==> src/hdl/assert_macros.svh <==
// assertion macros used by the rtl top level
`ifndef ASSERT_MACROS_SVH
`define ASSERT_MACROS_SVH

// same-cycle implication, checked outside reset
`define MJW_ASSERT_IMPL(lbl, ante, cons) \
  lbl: assert property (@(posedge clk) disable iff (!rst_n) (ante) |-> (cons)) \
    else $error("assertion failed");

// next-cycle implication, checked outside reset
`define MJW_ASSERT_NEXT(lbl, ante, cons) \
  lbl: assert property (@(posedge clk) disable iff (!rst_n) (ante) |=> (cons)) \
    else $error("assertion failed");

`endif

==> src/hdl/mjw_pkg.sv <==
// types, codes and arithmetic helpers of the midi jog wheel decoder
package mjw_pkg;

  localparam int ACC_WIDTH = 24;
  localparam int JOG_W     = 24;
  localparam int DELTA_W   = 9;
  localparam int EXT_W     = (ACC_WIDTH > JOG_W) ? ACC_WIDTH : JOG_W;

  // command codes
  localparam logic [2:0] MODE_MIDI        = 3'd0;
  localparam logic [2:0] MODE_CONSUME     = 3'd1;
  localparam logic [2:0] MODE_LEARN_JOG   = 3'd2;
  localparam logic [2:0] MODE_LEARN_TOUCH = 3'd3;
  localparam logic [2:0] MODE_CANCEL      = 3'd4;
  localparam logic [2:0] MODE_SET_JOG     = 3'd5;
  localparam logic [2:0] MODE_SET_TOUCH   = 3'd6;

  // learn target and learned event codes
  localparam logic [1:0] LEARN_NONE  = 2'd0;
  localparam logic [1:0] LEARN_JOG   = 2'd1;
  localparam logic [1:0] LEARN_TOUCH = 2'd2;

  // midi message types (status high nibble)
  localparam logic [3:0] MSG_CC       = 4'hB;
  localparam logic [3:0] MSG_NOTE_ON  = 4'h9;
  localparam logic [3:0] MSG_NOTE_OFF = 4'h8;

  localparam logic [6:0] CENTRE    = 7'd64;
  localparam logic [6:0] BAND_LO   = 7'd32;  // centre minus band
  localparam logic [6:0] BAND_HI   = 7'd96;  // centre plus band

  typedef struct packed {
    logic [2:0] mode;
    logic [7:0] status_byte;
    logic [6:0] data_one;
    logic [6:0] data_two;
  } in_t;

  typedef struct packed {
    logic signed [JOG_W-1:0] jog_delta;
    logic                    touch_active;
    logic [1:0]              learn_state;
    logic [1:0]              learned_event;
    logic                    relative_active;
    logic                    jog_mapped;
    logic                    touch_mapped;
  } out_t;

  typedef struct packed {
    logic [1:0]                  learn_target;
    logic [3:0]                  jog_ch;
    logic [6:0]                  jog_num;
    logic                        jog_valid;
    logic [3:0]                  touch_ch;
    logic [6:0]                  touch_num;
    logic                        touch_valid;
    logic                        rel_flag;
    logic [6:0]                  last_abs;
    logic                        last_abs_valid;
    logic signed [ACC_WIDTH-1:0] acc;
    logic                        touch_flag;
  } state_t;

  // decoder state after reset: unmapped, not learning, relative decoding on
  localparam state_t ST_RESET = '{
    learn_target:   LEARN_NONE,
    jog_ch:         4'd0,
    jog_num:        7'd0,
    jog_valid:      1'b0,
    touch_ch:       4'd0,
    touch_num:      7'd0,
    touch_valid:    1'b0,
    rel_flag:       1'b1,
    last_abs:       7'd0,
    last_abs_valid: 1'b0,
    acc:            '0,
    touch_flag:     1'b0
  };

  // saturating add of a small signed delta into the accumulator
  function automatic logic signed [ACC_WIDTH-1:0] acc_sat_add(
    input logic signed [ACC_WIDTH-1:0] a,
    input logic signed [DELTA_W-1:0]   d
  );
    logic signed [ACC_WIDTH:0] s;
    logic signed [ACC_WIDTH-1:0] r;
    s = (ACC_WIDTH+1)'(a) + (ACC_WIDTH+1)'(d);
    if (s[ACC_WIDTH] != s[ACC_WIDTH-1]) begin
      r = s[ACC_WIDTH] ? {1'b1, {(ACC_WIDTH-1){1'b0}}} : {1'b0, {(ACC_WIDTH-1){1'b1}}};
    end else begin
      r = s[ACC_WIDTH-1:0];
    end
    return r;
  endfunction

  // clamp the accumulator to the output delta range
  function automatic logic signed [JOG_W-1:0] out_sat(input logic signed [ACC_WIDTH-1:0] a);
    logic signed [EXT_W-1:0] e;
    logic signed [EXT_W-1:0] hi;
    logic signed [EXT_W-1:0] lo;
    logic signed [JOG_W-1:0] r;
    e  = EXT_W'(a);
    hi = EXT_W'({1'b0, {(JOG_W-1){1'b1}}});
    lo = -hi - EXT_W'(1);
    if (e > hi) begin
      r = {1'b0, {(JOG_W-1){1'b1}}};
    end else if (e < lo) begin
      r = {1'b1, {(JOG_W-1){1'b0}}};
    end else begin
      r = e[JOG_W-1:0];
    end
    return r;
  endfunction

endpackage

==> src/hdl/mjw_step.sv <==
// next-state and result logic for one command
module mjw_step (
  input  mjw_pkg::state_t st,
  input  mjw_pkg::in_t    item,
  output mjw_pkg::state_t st_nxt,
  output mjw_pkg::out_t   res
);
  import mjw_pkg::*;

  logic [3:0]                msg_type;
  logic [3:0]                ch;
  logic                      is_cc;
  logic                      is_note;
  logic                      jog_hit;
  logic                      touch_hit;
  logic                      add_en;
  logic signed [DELTA_W-1:0] delta;
  logic signed [DELTA_W-1:0] diff;
  logic [1:0]                learned;

  assign msg_type  = item.status_byte[7:4];
  assign ch        = item.status_byte[3:0];
  assign is_cc     = (msg_type == MSG_CC);
  assign is_note   = (msg_type == MSG_NOTE_ON) || (msg_type == MSG_NOTE_OFF);
  assign jog_hit   = is_cc && st.jog_valid && (ch == st.jog_ch) && (item.data_one == st.jog_num);
  assign touch_hit = is_note && st.touch_valid && (ch == st.touch_ch)
                     && (item.data_one == st.touch_num);

  // wrapped difference from the previous absolute value
  always_comb begin
    diff = $signed({2'b00, item.data_two}) - $signed({2'b00, st.last_abs});
    if (diff > $signed(9'sd64)) begin
      diff = diff - $signed(9'sd128);
    end else if (diff < -$signed(9'sd64)) begin
      diff = diff + $signed(9'sd128);
    end
  end

  always_comb begin
    st_nxt  = st;
    learned = LEARN_NONE;
    add_en  = 1'b0;
    delta   = '0;
    res     = '0;
    case (item.mode)
      MODE_MIDI: begin
        if (st.learn_target != LEARN_NONE) begin
          if (st.learn_target == LEARN_JOG && is_cc) begin
            st_nxt.jog_ch         = ch;
            st_nxt.jog_num        = item.data_one;
            st_nxt.jog_valid      = 1'b1;
            st_nxt.last_abs_valid = 1'b0;
            st_nxt.rel_flag       = 1'b1;
            st_nxt.learn_target   = LEARN_NONE;
            learned               = LEARN_JOG;
          end else if (st.learn_target == LEARN_TOUCH && is_note) begin
            st_nxt.touch_ch     = ch;
            st_nxt.touch_num    = item.data_one;
            st_nxt.touch_valid  = 1'b1;
            st_nxt.learn_target = LEARN_NONE;
            learned             = LEARN_TOUCH;
          end
        end else if (jog_hit) begin
          if (st.rel_flag && item.data_two >= BAND_LO && item.data_two <= BAND_HI) begin
            add_en = 1'b1;
            delta  = $signed({2'b00, item.data_two}) - $signed({2'b00, CENTRE});
          end else begin
            st_nxt.rel_flag       = 1'b0;
            add_en                = st.last_abs_valid;
            delta                 = diff;
            st_nxt.last_abs       = item.data_two;
            st_nxt.last_abs_valid = 1'b1;
          end
        end else if (touch_hit) begin
          st_nxt.touch_flag = (msg_type == MSG_NOTE_ON) && (item.data_two != 7'd0);
        end
      end
      MODE_CONSUME: begin
        res.jog_delta = out_sat(st.acc);
        st_nxt.acc    = '0;
      end
      MODE_LEARN_JOG:   st_nxt.learn_target = LEARN_JOG;
      MODE_LEARN_TOUCH: st_nxt.learn_target = LEARN_TOUCH;
      MODE_CANCEL:      st_nxt.learn_target = LEARN_NONE;
      MODE_SET_JOG: begin
        st_nxt.jog_ch         = ch;
        st_nxt.jog_num        = item.data_one;
        st_nxt.jog_valid      = 1'b1;
        st_nxt.last_abs_valid = 1'b0;
        st_nxt.rel_flag       = 1'b1;
      end
      MODE_SET_TOUCH: begin
        st_nxt.touch_ch    = ch;
        st_nxt.touch_num   = item.data_one;
        st_nxt.touch_valid = 1'b1;
      end
      default: ;
    endcase

    if (add_en) begin
      st_nxt.acc = acc_sat_add(st.acc, delta);
    end

    res.touch_active    = st_nxt.touch_flag;
    res.learn_state     = st_nxt.learn_target;
    res.learned_event   = learned;
    res.relative_active = st_nxt.rel_flag;
    res.jog_mapped      = st_nxt.jog_valid;
    res.touch_mapped    = st_nxt.touch_valid;
  end

endmodule

==> src/hdl/midi_jog_wheel_decoder_unit.sv <==
// top level of the midi jog wheel decoder: input register, step logic, result register
// a command passes through the input reg, then the step logic and the result reg
// throughput: one command per cycle unless the result side stalls; mjw_step is combinational
// backpressure on the result side stalls the result reg, and the input reg once it holds one item
// reset (rst_n low, synchronous): both stages empty, maps cleared, relative decoding on,
// accumulator and touch flag zero, not learning
module midi_jog_wheel_decoder_unit (
  input  logic           clk,
  input  logic           rst_n,
  input  logic           in_valid,
  output logic           in_ready,
  input  mjw_pkg::in_t   in_data,
  output logic           out_valid,
  input  logic           out_ready,
  output mjw_pkg::out_t  out_data
);
  import mjw_pkg::*;

  `include "assert_macros.svh"

  // input stage
  logic   in_valid_r;
  in_t    in_data_r;

  // decoder state and result stage
  state_t st_r;
  state_t st_nxt;
  out_t   res;
  logic   out_valid_r;
  out_t   out_data_r;

  // the result stage can take a new transaction when empty or being drained
  logic advance;

  assign advance   = !out_valid_r || out_ready;
  assign in_ready  = !in_valid_r || advance;
  assign out_valid = out_valid_r;
  assign out_data  = out_data_r;

  // all command work happens here, reading the current state
  mjw_step u_step (
    .st     (st_r),
    .item   (in_data_r),
    .st_nxt (st_nxt),
    .res    (res)
  );

  always_ff @(posedge clk) begin
    if (!rst_n) begin
      in_valid_r  <= 1'b0;
      out_valid_r <= 1'b0;
      st_r        <= ST_RESET;
    end else begin
      // capture a new command whenever the input reg frees up
      if (in_ready) begin
        in_valid_r <= in_valid;
      end
      // move the held command through the step logic into the result reg
      if (advance) begin
        out_valid_r <= in_valid_r;
        if (in_valid_r) begin
          st_r <= st_nxt;
        end
      end
    end
  end

  // payload registers, no reset needed
  always_ff @(posedge clk) begin
    if (in_ready) begin
      in_data_r <= in_data;
    end
    if (advance && in_valid_r) begin
      out_data_r <= res;
    end
  end

  // a learned mapping always ends learning
  `MJW_ASSERT_IMPL(a_learn_ends, out_valid && out_data.learned_event != LEARN_NONE, out_data.learn_state == LEARN_NONE)

  // learning a jog map leaves it mapped and back in relative decoding
  `MJW_ASSERT_IMPL(a_jog_learned, out_valid && out_data.learned_event == LEARN_JOG, out_data.jog_mapped && out_data.relative_active)

  // learning a touch map leaves it mapped
  `MJW_ASSERT_IMPL(a_touch_learned, out_valid && out_data.learned_event == LEARN_TOUCH, out_data.touch_mapped)

  // an empty pipeline never refuses an input transaction
  `MJW_ASSERT_IMPL(a_ready_empty, !out_valid_r && !in_valid_r, in_ready)

  // a held input item reaches the result reg once the output drains
  `MJW_ASSERT_NEXT(a_item_moves, in_valid_r && advance, out_valid_r)

endmodule

==> config.mk <==
export PLATFORM = sky130hd
export DESIGN_NAME = midi_jog_wheel_decoder_unit
export DESIGN_NICKNAME = d
export VERILOG_FILES = /design/src/hdl/mjw_pkg.sv /design/src/hdl/mjw_step.sv /design/src/hdl/midi_jog_wheel_decoder_unit.sv
export VERILOG_INCLUDE_DIRS = /design/src /design/src/hdl
export SDC_FILE = /design/constraint.sdc
export NUM_CORES = 1
export LEC_CHECK = 0
export ABC_AREA = 1
export BUFFER_PORTS_ARGS = -buffer_cell sky130_fd_sc_hd__buf_4
export CAP_MARGIN = 30
export CORE_MARGIN = 5
export CORE_UTILIZATION = 28
export DETAILED_ROUTE_END_ITERATION = 16
export GPL_TIMING_DRIVEN = 0
export PLACE_DENSITY_LB_ADDON = 0.05
export RECOVER_POWER = 25
export SLEW_MARGIN = 0
export SYNTH_ARGS = -nofsm -noshare
export SYNTH_HDL_FRONTEND = slang
export SYNTH_HIERARCHICAL = 1
export SYNTH_SLANG_ARGS = --single-unit
==> constraint.sdc <==
create_clock -name clk -period 3.9 [get_ports clk]
set_input_delay 0.195 -clock clk [delete_from_list [all_inputs] [get_ports clk]]
set_output_delay 0.195 -clock clk [all_outputs]
set_load 0.005 [all_outputs]
==> flow_summary.ini <==
[critical_path]
worstSetupEndpointType = flip-flop
critPathSlowestCell = edfxtp_1
cp-start-kind = flip-flop
cp.arrival_ps = 4540
path_max_fanout = 8
critPathKind = flip-flop to flip-flop
startpoint = in_data_r[0]
reg2reg_slack_ps = -270
path_common_cell = nand3_2
crit_required_ps = 4260
r2r-start = in_data_r[0]
cp_slowest_stage_delay_ps = 420

[drt]
drt_first_pass_iters = 5
avgRoutedWirePerCell_um = 15.82
via_count = 7954
vias_per_cell = 4.569
routed_wl_mm = 27.55
drt_iter0_markers = 382
antenna_left = 0
drc = 0

[die]
die_y_um = 178.7
die_width_um = 178.7
core_area_sq_um = 27930
rows = 61
fp.dieArea_sq_um = 31950
ios = 63
initial_core_util = 0.2854

[flow_run]
maxCapViolCount = 0

[final_layout]
stdcell_count = 1741
nets = 1412
n_antenna_cell = 0
utilization = 0.4042
layout-drive-gt1-share = 0.2737
fin_area_sq_um = 11290
area_delta_synth_final_pct = 41.64

[cts]
cts-root-buf = clkbuf_16
cts_sinks = 119
clk_latency_ps = 430
numCtsBuffers = 17
cts.clk_slew.worst_paths_ps = 70
clk_path_buf_depth = 2
cts_tree = yes
h-tree-depth = 4

[placement]
dp_cells = 1610
dp_hpwl_mm = 19.27
gp_congestion = 0.8366
port_buffers = 61
dpl-instance-area_sq_um = 8916

[yosys]
synth_warnings = 6
synthTopCellsByArea = edfxtp_1, dfxtp_1, nand2_1
yosysUniqueCellTypes = 41
async_flop_share = 0
avgSynthCellArea_sq_um = 6.808
ys_ff_latch = 119
yosysSeqAreaShare = 0.3704
netlist_area_sq_um = 7973
syn_nets = 1233
synth_top_cell_area_share = 0.2147
synth_top_area_cell = edfxtp_1
syn_inst = 1171
synth_flop_cell = dfxtp_1
synth_edf_count = 57

[power]
leakagePower_uw = 0.005152
power.density_nw_per_um2 = 338.6
irDropWorstVdd_mv = 0.2265

[sta]
fin_crit_sh = 1.070
slew_headroom = 0.4177
finalSetupViolCount = 23
clock_skew_ps = 11.14
final_max_slew_viol_count = 0
clock.fmax_ghz = 0.2396
hold_viol = 0
worst_slew_pin_slew_ps = 872.5
setup_slack_ps = -273.0
holdWs_ps = 50.19
rsz0062_at_grt = yes
min_period_ps = 4173

[global_route]
grt_pass1_vias = 8077
gr-total-overflow = 0
grt_pass1_wl_mm = 43.84
grt_max_degree = 33
grt.total_usage = 0.1773
antenna_found_initial = 0

[run_status]
violations = negative setup slack
status = finished, violations left

[hold_path]
hold_start = in_valid
hp-class = input pin to flip-flop
## cell type report
type | instances | area (sq um)
Timing Repair Buffer | 160 | 1324
Multi-Input combinational cell | 804 | 4910
Tap cell | 378 | 473.0
Clock inverter | 13 | 196.4
Inverter | 196 | 735.7
Buffer | 52 | 267.8
Fill cell | 2998 | 16640
Sequential cell | 119 | 2953
Clock buffer | 19 | 432.9
## cell usage in the layout, fill, tap and decap left out, drive strengths merged, types with 7 or more instances in the layout
master | synthesis | layout
nand2 | 261 | 261
inv | 195 | 198
nor2 | 164 | 164
a21oi | 134 | 134
buf | 39 | 128
nand3 | 101 | 101
clkbuf | 13 | 78
dfxtp | 62 | 62
edfxtp | 57 | 57
ha | 31 | 31
dlygate4sd3 | 0 | 25
o21ai | 25 | 25
xor2 | 20 | 20
nand4 | 13 | 13
xnor2 | 12 | 12
nor3 | 11 | 11
o22ai | 7 | 7
## flip-flops by register name, summed over array words and instances, names as in the netlist
| signal | flops |
|---|---|
| st_r | 60 |
| out_data | 32 |
| in_data_r | 25 |
| in_valid_r | 1 |
| out_valid | 1 |
## path summary, 6_finish.rpt
kind,end,cells after the start
worst max-delay path,st_r[17],30
worst min-delay path,in_valid_r,3
worst max register to register,st_r[17],30
worst min register to register,st_r[32],2
## report_power, final
group | total [uW] | internal (uW) | switching [uW] | leakage (uW)
Combinational | 627 | 278 | 349 | 0.00378
Clock | 1730 | 1080 | 654 | 0.000299
Sequential | 1460 | 1390 | 75.1 | 0.00107
Total | 3820 | 2740 | 1080 | 0.00515
## through the flow
| step | power [uW] | TNS, ps | setup WS [ps] |
|---|---|---|---|
| floorplan | 1819 | 0 | 105.2 |
| global placement | 1993 | -18210 | -1013 |
| detailed placement | 1993 | -19000 | -1019 |
| CTS | 3849 | -5805 | -303.9 |
| global route | 4017 | -10670 | -530.1 |
| finish | 3823 | -4546 | -273.0 |
## Yosys cell counts, types with 5 or more instances
master / number
xnor2_1: 12
o21ai_0: 23
a31oi_1: 5
dfxtp_1: 62
buf_2: 27
inv_1: 191
xor2_1: 20
nand4_1: 12
nand2_2: 8
nor2_1: 158
ha_1: 31
clkbuf_1: 13
o21bai_1: 5
nand2_1: 253
nor2_2: 6
a21oi_1: 130
o22ai_1: 7
nand3_1: 100
edfxtp_1: 57
nor3_1: 11
buf_4: 6
## layer usage
layer,share of wire,wire (um),vias to the layer above,global-route usage
li1,-,-,4109,-
met3,0.025,696,33,0.03121
met2,0.52,14220,93,0.3245
met4,0.024,661,0,0.05500
met1,0.43,11970,3719,0.2103
met5,0,0,-,0
## cell families after synthesis
logic type               count (synthesis)  synth area share
AO/OA/AOI/OAI                          182            0.1229
XOR/XNOR                                32           0.03515
adder cells (fa/ha/maj)                 33           0.05367
buffers and inverters                  248            0.1257
flip-flops                             119            0.3704
AND/OR/NAND/NOR                        557            0.2922
## timing repair
action | 4_1_cts | 5_1_grt
hold buffers | 25 | 0
cloned | 2 | 0
setup endpoints to repair | 24 | 25
pin swaps | 44 | 59
resized for setup | 145 | 69
hold endpoints to repair | 25 | 0
buffers inserted | 62 | 17
## worst max-delay path: cells and delay by family, from the launching register on
kind                       cells  cell delay (ps)
AOI/OAI and AO/OA              3              590
buffers and inverters          5              560
DFF                            1              420
and+or+nand+nor               19             1710
adders and majority gates      3              840
Power figures use the tool's default switching activity.
